--- src/hw/rtl/rfc_pkg.sv ---
`timescale 1ns / 1ps
// ----------------------------------------------------------------------------
// rfc_pkg
// Types, codes and the CRC-16/MODBUS byte update for the RTU frame checker.
// ----------------------------------------------------------------------------
package rfc_pkg;

    localparam int RFC_MAX_FRAME_BYTES = 256;
    localparam int RFC_CFG_IDX_W       = 2;
    localparam int RFC_Q_DEPTH         = 4;
    localparam int RFC_Q_PTR_W         = 2;
    localparam int RFC_Q_CNT_W         = 3;
    localparam int RFC_MIN_FRAME       = 4;

    localparam logic [RFC_CFG_IDX_W-1:0] REG_MIN_ADDRESS = 2'd0;
    localparam logic [RFC_CFG_IDX_W-1:0] REG_MAX_ADDRESS = 2'd1;

    localparam logic [7:0] MIN_ADDRESS_RST = 8'd1;
    localparam logic [7:0] MAX_ADDRESS_RST = 8'd247;

    localparam logic [2:0] ST_OK       = 3'd0;
    localparam logic [2:0] ST_LENGTH   = 3'd1;
    localparam logic [2:0] ST_ADDRESS  = 3'd2;
    localparam logic [2:0] ST_FUNCTION = 3'd3;
    localparam logic [2:0] ST_CRC      = 3'd4;

    localparam logic KIND_DATA   = 1'b0;
    localparam logic KIND_STATUS = 1'b1;

    localparam logic [15:0] CRC_INIT = 16'hFFFF;
    localparam logic [15:0] CRC_POLY = 16'hA001;

    typedef struct packed {
        logic       has_data;
        logic [7:0] data;
        logic       has_status;
        logic [2:0] status;
        logic [7:0] addr;
        logic [7:0] func;
        logic [7:0] plen;
    } t_job;

    typedef struct packed {
        logic       kind;
        logic [7:0] payload_byte;
        logic [2:0] status;
        logic [7:0] slave_address;
        logic [7:0] function_code;
        logic [7:0] payload_length;
        logic       last;
    } t_result;

    typedef struct packed {
        logic full;
        logic empty;
    } t_q_flags;

    function automatic logic [15:0] crc16_byte(input logic [15:0] crc, input logic [7:0] b);
        logic [15:0] c;
        c = crc ^ {8'h00, b};
        for (int i = 0; i < 8; i++) begin
            if (c[0]) begin
                c = (c >> 1) ^ CRC_POLY;
            end else begin
                c = c >> 1;
            end
        end
        return c;
    endfunction

endpackage

--- src/hw/rtl/rfc_intf.sv ---
`timescale 1ns / 1ps
// ----------------------------------------------------------------------------
// rfc_intf
// Valid/ready channels of the RTU frame checker: bytes in, results out, config.
// ----------------------------------------------------------------------------
interface rfc_in_if;
    logic       valid;
    logic       ready;
    logic [7:0] rx_byte;
    logic       end_of_frame;
    modport source(output valid, rx_byte, end_of_frame, input ready);
    modport sink(input valid, rx_byte, end_of_frame, output ready);
endinterface

interface rfc_out_if;
    logic       valid;
    logic       ready;
    logic       kind;
    logic [7:0] payload_byte;
    logic [2:0] status;
    logic [7:0] slave_address;
    logic [7:0] function_code;
    logic [7:0] payload_length;
    logic       last;
    modport source(output valid, kind, payload_byte, status, slave_address, function_code,
                   payload_length, last, input ready);
    modport sink(input valid, kind, payload_byte, status, slave_address, function_code,
                 payload_length, last, output ready);
endinterface

interface rfc_cfg_if import rfc_pkg::*; ();
    logic                     valid;
    logic                     ready;
    logic [RFC_CFG_IDX_W-1:0] index;
    logic [7:0]               data;
    modport source(output valid, index, data, input ready);
    modport sink(input valid, index, data, output ready);
endinterface

--- src/hw/rtl/rtu_frame_checker_core.sv ---
`timescale 1ns / 1ps
// Modbus RTU frame checker. One received byte is taken per clock cycle while
// the job queue is not full; the CRC-16/MODBUS byte update and all frame
// checks settle in the single front stage, so input throughput is one byte
// per cycle unless the queue is full. Results leave through an output
// register at one beat per cycle while the receiver is ready: every byte
// from the fifth on yields one data beat, and the end-of-frame byte adds
// the status beat. A four-entry job queue between the front and the back
// absorbs status beats and output stalls, and feeds the output register.
// ----------------------------------------------------------------------------
// rtu_frame_checker_core
// Top level: byte front end, job queue and result back end.
// ----------------------------------------------------------------------------
module rtu_frame_checker_core import rfc_pkg::*; #(
    parameter int MAX_FRAME_BYTES = RFC_MAX_FRAME_BYTES
) (
    input  logic      i_clk,
    input  logic      i_rst_n,
    rfc_in_if.sink    i_rx,
    rfc_cfg_if.sink   i_cfg,
    rfc_out_if.source o_res
);

    t_q_flags w_q_flags;
    t_job     w_job;
    t_job     w_head;
    logic     w_push;
    logic     w_pop;

    rfc_front #(
        .MAX_FRAME_BYTES(MAX_FRAME_BYTES)
    ) u_front (
        .i_clk    (i_clk),
        .i_rst_n  (i_rst_n),
        .i_rx     (i_rx),
        .i_cfg    (i_cfg),
        .i_q_flags(w_q_flags),
        .o_push   (w_push),
        .o_job    (w_job)
    );

    rfc_job_fifo u_fifo (
        .i_clk  (i_clk),
        .i_rst_n(i_rst_n),
        .i_push (w_push),
        .i_job  (w_job),
        .i_pop  (w_pop),
        .o_head (w_head),
        .o_flags(w_q_flags)
    );

    rfc_back u_back (
        .i_clk    (i_clk),
        .i_rst_n  (i_rst_n),
        .i_head   (w_head),
        .i_q_flags(w_q_flags),
        .o_pop    (w_pop),
        .o_res    (o_res)
    );

endmodule

--- src/hw/rtl/rfc_front.sv ---
`timescale 1ns / 1ps
// ----------------------------------------------------------------------------
// rfc_front
// Takes frame bytes, runs the CRC, tracks the frame and queues result jobs.
// ----------------------------------------------------------------------------
module rfc_front import rfc_pkg::*; #(
    parameter int MAX_FRAME_BYTES = RFC_MAX_FRAME_BYTES
) (
    input  logic     i_clk,
    input  logic     i_rst_n,
    rfc_in_if.sink   i_rx,
    rfc_cfg_if.sink  i_cfg,
    input  t_q_flags i_q_flags,
    output logic     o_push,
    output t_job     o_job
);

    localparam int CNT_W = $clog2(MAX_FRAME_BYTES + 2);
    localparam int EXT_W = CNT_W + 8;

    logic [7:0]       r_min_addr;
    logic [7:0]       r_max_addr;
    logic [CNT_W-1:0] r_count;
    logic [CNT_W-1:0] n_count;
    logic [15:0]      r_crc;
    logic [15:0]      r_crc_prev;
    logic [7:0]       r_bh0;
    logic [7:0]       r_bh1;
    logic [7:0]       r_addr;
    logic [7:0]       n_addr;
    logic [7:0]       r_func;
    logic [7:0]       n_func;
    logic             w_accept;
    logic             w_has_data;
    logic [EXT_W-1:0] w_len_ext;
    logic [2:0]       w_status;

    assign i_rx.ready  = !i_q_flags.full;
    assign i_cfg.ready = 1'b1;
    assign w_accept    = i_rx.valid && i_rx.ready;
    assign w_has_data  = r_count >= CNT_W'(RFC_MIN_FRAME);

    always_comb begin
        n_addr    = (r_count == '0) ? i_rx.rx_byte : r_addr;
        n_func    = (r_count == CNT_W'(1)) ? i_rx.rx_byte : r_func;
        n_count   = (r_count <= CNT_W'(MAX_FRAME_BYTES)) ? r_count + CNT_W'(1) : r_count;
        w_len_ext = EXT_W'(n_count) - EXT_W'(RFC_MIN_FRAME);
        if (n_count < CNT_W'(RFC_MIN_FRAME) || n_count > CNT_W'(MAX_FRAME_BYTES)) begin
            w_status = ST_LENGTH;
        end else if (n_addr < r_min_addr || n_addr > r_max_addr) begin
            w_status = ST_ADDRESS;
        end else if (n_func == 8'h00) begin
            w_status = ST_FUNCTION;
        end else if (r_crc_prev != {i_rx.rx_byte, r_bh0}) begin
            w_status = ST_CRC;
        end else begin
            w_status = ST_OK;
        end
    end

    assign o_push          = w_accept && (w_has_data || i_rx.end_of_frame);
    assign o_job.has_data   = w_has_data;
    assign o_job.data       = r_bh1;
    assign o_job.has_status = i_rx.end_of_frame;
    assign o_job.status     = w_status;
    assign o_job.addr       = n_addr;
    assign o_job.func       = n_func;
    assign o_job.plen       = (w_status == ST_OK) ? w_len_ext[7:0] : 8'h00;

    always_ff @(posedge i_clk) begin
        if (!i_rst_n) begin
            r_min_addr <= MIN_ADDRESS_RST;
            r_max_addr <= MAX_ADDRESS_RST;
        end else if (i_cfg.valid && i_cfg.ready) begin
            case (i_cfg.index)
                REG_MIN_ADDRESS: r_min_addr <= i_cfg.data;
                REG_MAX_ADDRESS: r_max_addr <= i_cfg.data;
                default: ;
            endcase
        end
    end

    always_ff @(posedge i_clk) begin
        if (!i_rst_n) begin
            r_count    <= '0;
            r_crc      <= CRC_INIT;
            r_crc_prev <= CRC_INIT;
            r_bh0      <= 8'h00;
            r_bh1      <= 8'h00;
            r_addr     <= 8'h00;
            r_func     <= 8'h00;
        end else if (w_accept) begin
            if (i_rx.end_of_frame) begin
                r_count    <= '0;
                r_crc      <= CRC_INIT;
                r_crc_prev <= CRC_INIT;
                r_bh0      <= 8'h00;
                r_bh1      <= 8'h00;
                r_addr     <= 8'h00;
                r_func     <= 8'h00;
            end else begin
                r_count    <= n_count;
                r_crc      <= crc16_byte(r_crc, i_rx.rx_byte);
                r_crc_prev <= r_crc;
                r_bh0      <= i_rx.rx_byte;
                r_bh1      <= r_bh0;
                r_addr     <= n_addr;
                r_func     <= n_func;
            end
        end
    end

endmodule

--- src/hw/rtl/rfc_job_fifo.sv ---
`timescale 1ns / 1ps
// ----------------------------------------------------------------------------
// rfc_job_fifo
// Short job queue between the byte front end and the result back end.
// ----------------------------------------------------------------------------
module rfc_job_fifo import rfc_pkg::*; (
    input  logic     i_clk,
    input  logic     i_rst_n,
    input  logic     i_push,
    input  t_job     i_job,
    input  logic     i_pop,
    output t_job     o_head,
    output t_q_flags o_flags
);

    t_job                   r_mem [RFC_Q_DEPTH];
    logic [RFC_Q_PTR_W-1:0] r_wr;
    logic [RFC_Q_PTR_W-1:0] r_rd;
    logic [RFC_Q_CNT_W-1:0] r_cnt;
    logic                   w_push;
    logic                   w_pop;

    assign o_flags.full  = r_cnt == RFC_Q_CNT_W'(RFC_Q_DEPTH);
    assign o_flags.empty = r_cnt == '0;
    assign w_push        = i_push && !o_flags.full;
    assign w_pop         = i_pop && !o_flags.empty;
    assign o_head        = r_mem[r_rd];

    always_ff @(posedge i_clk) begin
        if (w_push) begin
            r_mem[r_wr] <= i_job;
        end
    end

    always_ff @(posedge i_clk) begin
        if (!i_rst_n) begin
            r_wr  <= '0;
            r_rd  <= '0;
            r_cnt <= '0;
        end else begin
            if (w_push) begin
                r_wr <= r_wr + RFC_Q_PTR_W'(1);
            end
            if (w_pop) begin
                r_rd <= r_rd + RFC_Q_PTR_W'(1);
            end
            case ({w_push, w_pop})
                2'b10:   r_cnt <= r_cnt + RFC_Q_CNT_W'(1);
                2'b01:   r_cnt <= r_cnt - RFC_Q_CNT_W'(1);
                default: r_cnt <= r_cnt;
            endcase
        end
    end

endmodule

--- src/hw/rtl/rfc_back.sv ---
`timescale 1ns / 1ps
// ----------------------------------------------------------------------------
// rfc_back
// Turns queued jobs into data and status beats through an output register.
// ----------------------------------------------------------------------------
module rfc_back import rfc_pkg::*; (
    input  logic      i_clk,
    input  logic      i_rst_n,
    input  t_job      i_head,
    input  t_q_flags  i_q_flags,
    output logic      o_pop,
    rfc_out_if.source o_res
);

    logic    r_valid;
    logic    r_data_done;
    logic    n_data_done;
    t_result r_res;
    t_result n_res;
    logic    w_load;
    logic    w_emit_data;

    assign w_load      = (!r_valid || o_res.ready) && !i_q_flags.empty;
    assign w_emit_data = i_head.has_data && !r_data_done;

    always_comb begin
        n_res       = '0;
        n_data_done = r_data_done;
        o_pop       = 1'b0;
        if (w_emit_data) begin
            n_res.kind         = KIND_DATA;
            n_res.payload_byte = i_head.data;
        end else begin
            n_res.kind           = KIND_STATUS;
            n_res.status         = i_head.status;
            n_res.slave_address  = i_head.addr;
            n_res.function_code  = i_head.func;
            n_res.payload_length = i_head.plen;
            n_res.last           = 1'b1;
        end
        if (w_load) begin
            if (w_emit_data && i_head.has_status) begin
                n_data_done = 1'b1;
            end else begin
                n_data_done = 1'b0;
                o_pop       = 1'b1;
            end
        end
    end

    always_ff @(posedge i_clk) begin
        if (!i_rst_n) begin
            r_valid     <= 1'b0;
            r_data_done <= 1'b0;
        end else begin
            r_data_done <= n_data_done;
            if (w_load) begin
                r_valid <= 1'b1;
            end else if (o_res.ready) begin
                r_valid <= 1'b0;
            end
        end
    end

    always_ff @(posedge i_clk) begin
        if (w_load) begin
            r_res <= n_res;
        end
    end

    assign o_res.valid          = r_valid;
    assign o_res.kind           = r_res.kind;
    assign o_res.payload_byte   = r_res.payload_byte;
    assign o_res.status         = r_res.status;
    assign o_res.slave_address  = r_res.slave_address;
    assign o_res.function_code  = r_res.function_code;
    assign o_res.payload_length = r_res.payload_length;
    assign o_res.last           = r_res.last;

endmodule

--- src/flat_wrapper.sv ---
// flat-port wrapper written by rule: the top's interface ports become plain ports
module rtu_frame_checker_core_flat import rfc_pkg::*;
#(
    parameter int MAX_FRAME_BYTES = RFC_MAX_FRAME_BYTES
)
  (i_clk, i_rst_n, i_rx_valid, i_rx_rx_byte, i_rx_end_of_frame, i_rx_ready, i_cfg_valid, i_cfg_index, i_cfg_data, i_cfg_ready, o_res_valid, o_res_kind, o_res_payload_byte, o_res_status, o_res_slave_address, o_res_function_code, o_res_payload_length, o_res_last, o_res_ready);
  rfc_in_if i_rx_i ();
  rfc_cfg_if i_cfg_i ();
  rfc_out_if o_res_i ();
  input  logic i_clk;
  input  logic i_rst_n;
  input wire logic [$bits(i_rx_i.valid)-1:0] i_rx_valid;
  input wire logic [$bits(i_rx_i.rx_byte)-1:0] i_rx_rx_byte;
  input wire logic [$bits(i_rx_i.end_of_frame)-1:0] i_rx_end_of_frame;
  output wire logic [$bits(i_rx_i.ready)-1:0] i_rx_ready;
  input wire logic [$bits(i_cfg_i.valid)-1:0] i_cfg_valid;
  input wire logic [$bits(i_cfg_i.index)-1:0] i_cfg_index;
  input wire logic [$bits(i_cfg_i.data)-1:0] i_cfg_data;
  output wire logic [$bits(i_cfg_i.ready)-1:0] i_cfg_ready;
  output wire logic [$bits(o_res_i.valid)-1:0] o_res_valid;
  output wire logic [$bits(o_res_i.kind)-1:0] o_res_kind;
  output wire logic [$bits(o_res_i.payload_byte)-1:0] o_res_payload_byte;
  output wire logic [$bits(o_res_i.status)-1:0] o_res_status;
  output wire logic [$bits(o_res_i.slave_address)-1:0] o_res_slave_address;
  output wire logic [$bits(o_res_i.function_code)-1:0] o_res_function_code;
  output wire logic [$bits(o_res_i.payload_length)-1:0] o_res_payload_length;
  output wire logic [$bits(o_res_i.last)-1:0] o_res_last;
  input wire logic [$bits(o_res_i.ready)-1:0] o_res_ready;
  assign i_rx_i.valid = i_rx_valid;
  assign i_rx_i.rx_byte = i_rx_rx_byte;
  assign i_rx_i.end_of_frame = i_rx_end_of_frame;
  assign i_rx_ready = i_rx_i.ready;
  assign i_cfg_i.valid = i_cfg_valid;
  assign i_cfg_i.index = i_cfg_index;
  assign i_cfg_i.data = i_cfg_data;
  assign i_cfg_ready = i_cfg_i.ready;
  assign o_res_valid = o_res_i.valid;
  assign o_res_kind = o_res_i.kind;
  assign o_res_payload_byte = o_res_i.payload_byte;
  assign o_res_status = o_res_i.status;
  assign o_res_slave_address = o_res_i.slave_address;
  assign o_res_function_code = o_res_i.function_code;
  assign o_res_payload_length = o_res_i.payload_length;
  assign o_res_last = o_res_i.last;
  assign o_res_i.ready = o_res_ready;
  rtu_frame_checker_core #(.MAX_FRAME_BYTES(MAX_FRAME_BYTES)) u_core (.i_clk(i_clk), .i_rst_n(i_rst_n), .i_rx(i_rx_i), .i_cfg(i_cfg_i), .o_res(o_res_i));
endmodule
--- config.mk ---
export PLATFORM = sky130hd
export DESIGN_NAME = rtu_frame_checker_core_flat
export DESIGN_NICKNAME = d
export VERILOG_FILES = /design/src/hw/rtl/rfc_pkg.sv /design/src/hw/rtl/rfc_intf.sv /design/src/hw/rtl/rtu_frame_checker_core.sv /design/src/hw/rtl/rfc_front.sv /design/src/hw/rtl/rfc_job_fifo.sv /design/src/hw/rtl/rfc_back.sv /design/src/flat_wrapper.sv
export SDC_FILE = /design/constraint.sdc
export NUM_CORES = 1
export LEC_CHECK = 0
export ABC_CLOCK_PERIOD_IN_PS = 3800
export BUFFER_PORTS_ARGS = -buffer_cell sky130_fd_sc_hd__buf_4
export CORE_MARGIN = 4
export CORE_UTILIZATION = 55
export DETAILED_ROUTE_END_ITERATION = 8
export GPL_ROUTABILITY_DRIVEN = 0
export MAX_ROUTING_LAYER = met4
export PLACE_DENSITY = 0.81
export REMOVE_ABC_BUFFERS = 1
export SETUP_SLACK_MARGIN = 0.05
export SKIP_LAST_GASP = 1
export SYNTH_ARGS = -nofsm -noshare
export SYNTH_HDL_FRONTEND = slang
export SYNTH_SLANG_ARGS = --single-unit
export TNS_END_PERCENT = 5
--- constraint.sdc ---
create_clock -name i_clk -period 3.8 [get_ports i_clk]
set_input_delay 0.38 -clock i_clk [delete_from_list [all_inputs] [get_ports i_clk]]
set_output_delay 0.38 -clock i_clk [all_outputs]
set_load 0.01 [all_outputs]
After elaboration in Yosys (flattened, before gate mapping) --
Memory sizes are Yosys's and may differ from the RTL's. A register that Yosys moved wholly into a read port is not among the register bits. Index checks and enable logic that the tools add are counted.
Operators by class: add/subtract/negate cells 6, magnitude comparators 6, equality and inequality tests 6, multiplexer cells 56, bitwise gates (word level) 9, reduce and logical (&&, ||, !) cells 24
Operator list (count):
- $mux 16 | 31
- $mux 8 | 7
- $not 2->3 | 8
- $mux 9 | 2
- $ne 16x16->1 | 1
- $xor 16x8->16 | 1
- $mux 3 | 4
- $add 9x1->9 const B | 1
- $eq 9x1->1 const B | 1
- $ge 9x3->1 const B | 1
- $gt 9x9->1 const B | 1
- $le 9x9->1 const B | 1
- $logic_not 9->1 | 1
- $lt 9x3->1 const B | 1
- $mux 1 | 9
- $gt 8x8->1 | 1
- $logic_not 8->1 | 1
- $lt 8x8->1 | 1
- $sub 8x3->8 const B | 1
- $logic_and 1x1->1 | 7
- $logic_not 3->1 | 2
- $pmux 3 s2 | 1
- $add 2x1->2 const B | 2
- $eq 2x1->1 const B | 2
- 10 further kinds | 19
Word-level totals: register bits 135, memory bits (writable) 148, input port bits 24, word-level logic and storage cells 129, memories kept 1
Memories:
- u_core.u_fifo.r_mem | depth 4, width 37, rd ports 1, clocked after memory_dff 1, write ports 1, line rfc_job_fifo.sv:16 | t_job r_mem [RFC_Q_DEPTH];

Longest topological paths before layout --
Gate-level depths: netlist of the first run.
depth after elaboration 39, gate-level depth with buffers 13, depth with buffers taken out 13

Hierarchy --
A second synthesis of the first run with hierarchy kept.
Second synthesis, totals: cells, all modules 871, area total of the unflattened synthesis 12001.5 um2
By module, submodules not included:
- rfc_job_fifo | instances 1, cells an instance 247, area an instance 5863.1 um2, sequential area each 4624.4 um2
- rfc_front | instances 1, cells an instance 539, area an instance 4636.9 um2, sequential area each 1681.6 um2
- rfc_back | instances 1, cells an instance 85, area an instance 1501.4 um2, sequential area each 1121.1 um2

Worst setup path before layout of the first run --
No wires, ideal clock.
kind input to register, start input o_res_ready, end register u_core.u_fifo.r_cnt[2], arrival time 3.999 ns, required time 3.724 ns, path slack -0.275 ns, stages on the path 9, cells stage by stage inv_1 a21oi_1 a21boi_0 ha_1 inv_1 fa_1 xor2_1 or3_1 a21boi_0
On the way: cells in the longest elaborated chain, start to end 6
RTL lines:
- start, declared | line flat_wrapper.sv:28 | input wire logic [$bits(o_res_i.ready)-1:0] o_res_ready;
- $logic_or 1x1->1 (*) | line rfc_back.sv:23 | assign w_load = (!r_valid || o_res.ready) && !i_q_flags.empty;
- $logic_and 1x1->1 (*) | line rfc_back.sv:23
- named net u_core.u_back.w_load | line rfc_back.sv:20 | logic w_load;
- $mux 1 (*) | line rfc_back.sv:41 | if (w_load) begin
- $logic_and 1x1->1 (*) | line rfc_job_fifo.sv:26 | assign w_pop = i_pop && !o_flags.empty;
- named net u_core.u_fifo.w_pop | line rfc_job_fifo.sv:21 | logic w_pop;
- $eq 2x1->1 or $eq 2x2->1 (tied branches) | line rfc_job_fifo.sv:47 | case ({w_push, w_pop})
- $pmux 3 s2 or $reduce_bool 2->1 (tied branches)
- end signal, assigned | line rfc_job_fifo.sv:48 | 2'b10: r_cnt <= r_cnt + RFC_Q_CNT_W'(1);
- end signal, assigned | line rfc_job_fifo.sv:49 | 2'b01: r_cnt <= r_cnt - RFC_Q_CNT_W'(1);
- end signal, assigned | line rfc_job_fifo.sv:50 | default: r_cnt <= r_cnt;
- end, declared | line rfc_job_fifo.sv:19 | logic [RFC_Q_CNT_W-1:0] r_cnt;
The timed path passes the listed nets; every way through them passes the cells marked *. A chain may end at the register's enable or synchronous reset.

==> metrics.yaml, run 1 <==
status: "complete, no violations"
numPortBuffers: 62
dpl_cell_area_mm2: 0.0126
cts_buffers: 27
htreeDepth: 1
critPathLaunch: "u_core.u_front.r_count[2]"
io_pins: 64
cts_root_buf: "clkbuf_16"
diodes: 0
rr_startpoint: "u_core.u_front.r_count[2]"
synthTopCellsByCount: "edfxtp_1 (184), dfxtp_1 (95), nor2b_1 (60)"
rsz0062_at_grt: "true"
insertion_delay_ns: 0.52
yosysTopAreaCell: "edfxtp_1"
synth_warnings: 0
fin_ws_ns: 0.262
power.density_mw_per_mm2: 590
wl_met3_um: 1070
critical-path-top-delay-family: "simple AND/OR/NAND/NOR gates"
synth_ff_type: "edfxtp_1"
cp_num_buf_inv: 1
post_drt_wl_per_cell_um: 18.9
cp-end-kind: "flip-flop"
leakagePower_nw: 4.71
synthCells: 883
synth_top_area_share_pct: 46.5
drive_gt1_share_pct: 19.2
worst_pin_slew_ns: 0.832
synth.area.top_cells: "edfxtp_1 (47%), dfxtp_1 (16%), mux4_2 (7.0%)"
antenna_found_initial: 0
drtPass1Iterations: 4
crit_arrival_ns: 3.88
syn_area_mm2: 0.0119
max_freq_mhz: 283
die_w_um: 155
die_y_um: 155
cp_common_cell: "nand2_1"
synth.most_common_cell: "edfxtp_1"
yosysSeqAreaShare_pct: 62.6
multiInputGateArea_mm2: 0.00413
clock_path_buffers: 3
period_minus_slack_ns: 3.54
grt_max_degree: 95
hold_buffers: 0
hold_viol_final: 0
synth.distinct_cells: 60
wirelength_um: 23300
hpwlAfterDp_um: 14700
path_clk_slew_ns: 0.06
whs_ns: 0.0800
synth_edf_count: 184
nFillCells: 1508
cts_num_sinks: 279
clock-skew-final_ns: 0.0154
initial_core_util_pct: 56.1
drc_errors: 0
finalNetCount: 989
dieArea_mm2: 0.0240
ys_seq_elements: 279
slew_headroom_pct: 44.0
placed_cells: 1184
max-cap-violations: 0
vias_per_cell: 5.72
slew_violations: 0
postSynth.asyncResetShare_pct: 0
grt.total_usage_pct: 19.8
preCtsSetupSlack_ns: 0.0632
crit_required_ns: 4.14
cp_slowest_cell: "or4b_1"
regArea_mm2: 0.00743
startpoint_type: "flip-flop"
critPathKind: "flip-flop to flip-flop"
drt_iter0_markers: 533
fin_area_mm2: 0.0134
period_share_pct: 93.1
finalSetupViolCount: 0
routed.top_layer: "met4"
core_mm2: 0.0212
syn_area_per_cell_um2: 13.4
worstHoldPathType: "input pin to flip-flop"
tritoncts: "yes"
hold_path.startpoint: "i_cfg_data[0]"
cp_max_fo: 11
grt_pass1_wl_um: 37400
met1_length_um: 10100
fin_cells: 1233
syn_to_final_growth_pct: 12.9
grt_pass1_vias: 6906
num_vias: 7052
slowest_delay_ns: 0.51
ir_drop_mv: 0.369
overflow: 0
path_cells: "or3_4 -> o41ai_4 -> nand2_1 -> xnor2_1 -> inv_1 -> ha_1 -> nand2_1 -> or4b_1 -> o32a_1 -> nand4b_4 -> a31oi_2"
detail-route-antenna-nets: 0
wl_met2_um: 11600
rows: 53
worst min-delay path, cell delays in order:
cell,delay (ns)
buf_4,0.08
nand2_1,0.04
nand3_1,0.06
final cells by class:
class,count,share of cell area [%]
sequential,279,55.4
multi-input combinational,522,30.8
clock buffer,47,5.84
timing repair buffer,80,4.57
tap,275,2.57
inverter,28,0.784
clock inverter,2,0.0560
through the flow:
step           power, mW  setup TNS [ns]  utilization (%)
6_report            7.91               0             63.4
5_1_grt             8.30               0             63.4
4_1_cts             7.99               0             63.3
3_5_place_dp        5.57               0             59.6
3_3_place_gp        5.52               0             59.6
2_1_floorplan       4.93           -4.39                -
power breakdown:
| group | total (mW) | internal (mW) | switching [mW] |
|---|---|---|---|
| sequential | 3.77 | 3.65 | 0.119 |
| clock | 2.42 | 1.38 | 1.04 |
| combinational | 1.72 | 0.794 | 0.925 |
| total | 7.91 | 5.83 | 2.08 |
what timing repair did:
action	4_1_cts	5_1_grt
setup buffers	0	0
endpoints found under the setup margin	4	40
gates resized for setup	1	2
cell families (layout without fill, tap and decap cells):
| logic type | after synthesis | after routing | synth area share [%] |
|---|---|---|---|
| buf+inv | 82 | 157 | 2.94 |
| other cells | 1 | 1 | 0.0316 |
| compound gates | 127 | 127 | 7.26 |
| xor+xnor | 45 | 45 | 3.44 |
| simple gates | 266 | 266 | 12.1 |
| fa+ha+maj | 27 | 27 | 2.91 |
| mux | 56 | 56 | 8.80 |
| flops | 279 | 279 | 62.6 |
routing by layer:
metal / track usage (%) / vias up
li1: - / 3343
met5: - / -
met4: 4.42 / 0
met3: 2.53 / 45
met1: 26.5 / 3497
met2: 32.9 / 167
final timing paths:
| kind | end | slack [ns] | depth (start not counted) |
|---|---|---|---|
| worst max-delay path | u_core.u_fifo.r_mem[1][7] | 0.26 | 11 |
| worst max register to register | u_core.u_fifo.r_mem[1][7] | 0.26 | 11 |
| worst min-delay path | u_core.u_front.r_max_addr[0] | 0.08 | 3 |
| worst min register to register | u_core.u_front.r_max_addr[3] | 0.48 | 2 |
cell usage in the layout, fill, tap and decap left out, types with 7 or more instances in the layout:
| cell | n |
|---|---|
| a21boi_0 | 22 |
| nand3b_1 | 17 |
| nand2_1 | 56 |
| nor3_1 | 24 |
| mux2_2 | 17 |
| clkbuf_1 | 15 |
| nand3_1 | 8 |
| mux4_2 | 37 |
| nor4_1 | 7 |
| o211ai_1 | 7 |
| nor2_1 | 44 |
| xnor2_1 | 36 |
| o22ai_1 | 7 |
| and2_1 | 23 |
| a22oi_1 | 20 |
| inv_1 | 28 |
| xor2_1 | 8 |
| dfxtp_1 | 94 |
| buf_4 | 79 |
| o21ai_0 | 33 |
| edfxtp_1 | 184 |
| nor2b_1 | 59 |
| ha_1 | 26 |
| clkbuf_16 | 27 |
| a21oi_1 | 15 |
sequential cells by signal (all words and copies together), names as in the netlist, 9 cells and up, named ones only:
register,flops
u_core.u_fifo.r_mem,148
u_core.u_front.r_crc,16
u_core.u_front.r_crc_prev,11
u_core.u_front.r_count,9
Note: power is estimated with default switching activity, not from simulation.
==> run 2, diff against run 1 <==
CORE_UTILIZATION = 57   (was 55)
CTS_BUF_LIST = sky130_fd_sc_hd__clkbuf_4   (was default)
PLACE_DENSITY = 0.86   (was 0.81)
==> run 2 against run 1 <==
Clock skew increased by 0.032 ns. Final cell count increased by 6.3%. Clock power about the same. Maximum frequency about the same. Critical path type unchanged. Critical endpoint is now u_core.u_fifo.r_mem[2][7]. Largest cell class unchanged. Largest power group unchanged.
==> metrics.yaml, run 2 (synthesized netlist as in run 1, its figures left out) <==
htreeDepth: 3  # +2
largest-register: "u_core.u_fifo.r_mem"
rrSetupSlack_ns: 0.26  # about the same
cts_num_sinks: 279  # unchanged
cp-end-kind: "flip-flop"
finalSetupTns_ns: 0  # unchanged
finalSetupViolCount: 0  # unchanged
drc_errors: 0  # unchanged
rsz0062_at_grt: "true"
finalPower_mw: 7.95  # +0.42%
finalNetCount: 1036  # +4.8%
detail-route-antenna-nets: 0  # unchanged
slew_headroom_pct: 36.7  # -7.3 points
initial_core_util_pct: 58.3  # +2.2 points
comb_power_share_pct: 21.7  # about the same
wirelength_um: 23600  # +1.3%
post_drt_wl_per_cell_um: 18.0  # -4.8%
num_vias: 7308  # +3.6%
drive_gt1_share_pct: 24.9  # +5.7 points
intPower_mw: 5.78  # -0.90%
grt_pass1_wl_um: 38700  # +3.4%
power_frac_seq_pct: 47.4  # -0.3 points
final_common_cell: "edfxtp_1"
vias_per_cell: 5.57  # -2.5%
antenna_found_initial: 2  # +2
max_freq_mhz: 283  # about the same
power_switching_mw: 2.17  # +4.1%
switching_share_pct: 27.3  # +0.97 points
die_w_um: 152  # -1.7%
insertion_delay_ns: 0.67  # +0.15 ns
cts_buffers: 68  # +150%
worst-r2r-cell-count: 11  # unchanged
fin_cells: 1311  # +6.3%
hold_path.startpoint: "o_res_ready"
status: "complete, no violations"
leakagePower_nw: 4.89  # +3.7%
hold_viol_final: 0  # unchanged
grt_max_degree: 95  # unchanged
nFillCells: 1423  # -5.6%
fin_ws_ns: 0.261  # -0.000997 ns
layout_common_cells: "edfxtp_1 (184), clkbuf_4 (105), dfxtp_1 (94), buf_4 (75), nor2b_1 (59)"
period_share_pct: 93.1  # about the same
core_mm2: 0.0204  # -3.7%
syn_to_final_growth_pct: 14.6
drt_iter0_markers: 672  # +26%
whs_ns: 0.0627  # -0.0174 ns
drtPass1Iterations: 5  # +1
slew_violations: 0  # unchanged
crit_required_ns: 4.25  # +0.11 ns
path_clk_slew_ns: 0.07  # about the same
hold_depth: 4  # +1
cts_root_buf: "clkbuf_4"
overflow: 0  # unchanged
rr_startpoint: "u_core.u_front.r_count[2]"
crit_arrival_ns: 3.98  # +0.10 ns
max-cap-violations: 0  # unchanged
critPathKind: "flip-flop to flip-flop"
worstHoldPathType: "input pin to flip-flop"
largest_reg_flops: 148  # unchanged
ir_drop_mv: 0.285  # -23%
hold_end: "u_core.u_back.o_res.valid"
power.density_mw_per_mm2: 584  # -1.1%
grt_pass1_vias: 7427  # +7.5%
io_pins: 64  # unchanged
reg_top3: "u_core.u_fifo.r_mem (148), u_core.u_front.r_crc (16), u_core.u_front.r_crc_prev (11)"
dieArea_mm2: 0.0232  # -3.3%
period_minus_slack_ns: 3.54  # +0.000997 ns
worst_pin_slew_ns: 0.941  # +0.108 ns
preCtsSetupSlack_ns: 0.0450  # -0.0182 ns
clock-skew-final_ns: 0.0470  # +0.0316 ns
clkPwrFrac_pct: 30.8  # +0.2 points
die_y_um: 152  # -1.7%
cp_max_fo: 11  # unchanged
rr_endpoint: "u_core.u_fifo.r_mem[2][7]"
tritoncts: "yes"
numPortBuffers: 62  # unchanged
clock_path_buffers: 3  # unchanged
hpwlAfterDp_um: 14600  # -0.57%
startpoint_type: "flip-flop"
grt.total_usage_pct: 21.2  # +1.4 points
rows: 52  # -1.9%
placed_cells: 1177  # -0.59%
-- run 2: changes by cell type in the layout (fill, tap and decap cells not counted), sizes merged --
cell	delta
bufinv	+1
clkinv	+14
buf	-2
inv	+1
diode	+2
dlygate4sd3	+8
clkinvlp	+1
clkbuf	+58
-- run 2: routing by layer --
| metal | share of wire (%) | track usage, % | vias to the layer above |
|---|---|---|---|
| li1 | - | - | 3487 |
| met1 | 41 | 26.8 | 3541 |
| met2 | 51 | 34.5 | 249 |
| met3 | 6.1 | 4.74 | 31 |
| met4 | 1.7 | 7.02 | 0 |
| met5 | 0 | - | - |
-- run 2: power groups by stage --
stage	registers [mW]	clock network, mW	logic [mW]
6_report	3.77	2.45	1.73
3_3_place_gp	3.82	0	1.69
4_1_cts	3.77	2.52	1.75
5_1_grt	3.80	2.70	1.89
3_5_place_dp	3.84	0	1.74
2_1_floorplan	4.00	0	0.930
-- run 2: layout make-up --
| cell class | count | area [um^2] | share of cell area [%] |
|---|---|---|---|
| Clock inverter | 19 | 101 | 0.745 |
| Sequential cell | 279 | 7430 | 54.6 |
| Tap cell | 270 | 338 | 2.48 |
| Antenna cell | 2 | 5.00 | 0.0368 |
| Timing Repair Buffer | 86 | 703 | 5.17 |
| Inverter | 28 | 105 | 0.772 |
| Multi-Input combinational cell | 522 | 4140 | 30.4 |
| Clock buffer | 105 | 788 | 5.79 |
-- run 2: how the worst max path moves through the flow --
stage / from / end / slack (ns) / depth (start not counted)
floorplan: flip-flop / u_core.u_fifo.r_cnt[2] / -1.01 / 9
global placement: u_core.u_front.r_count[0] / u_core.u_fifo.r_mem[0][7] / 0.23 / 14
detailed placement: u_core.u_front.r_count[1] / u_core.u_fifo.r_mem[3][7] / 0.04 / 14
CTS: u_core.u_front.r_count[0] / u_core.u_fifo.r_mem[2][7] / 0.15 / 14
global route: u_core.u_front.r_count[0] / u_core.u_fifo.r_mem[3][5] / -0.02 / 14
finish: u_core.u_front.r_count[2] / u_core.u_fifo.r_mem[2][7] / 0.26 / 11
-- run 2: repair_timing --
action	in CTS	in global routing
endpoints found under the hold margin	16	0
hold buffers	8	0
setup buffers	0	0
endpoints found under the setup margin	7	36
gates resized for setup	2	3
-- run 2: through the flow --
stage / util, % / instance area (um^2)
floorplan: - / 11600
detailed placement: 61.9 / 12600
finish: 66.8 / 13600
global route: 66.8 / 13600
global placement: 61.9 / 12600
CTS: 66.7 / 13600
-- run 2: critical path: stages (launching register included) --
cell and delay (ns):
dfxtp_1 0.42, or3_4 0.47, o41ai_4 0.42, nand2_1 0.15
xnor2_1 0.17, inv_1 0.10, ha_1 0.14, nand2_1 0.04
or4b_1 0.50, o32a_1 0.35, nand4b_4 0.28, a31oi_4 0.31
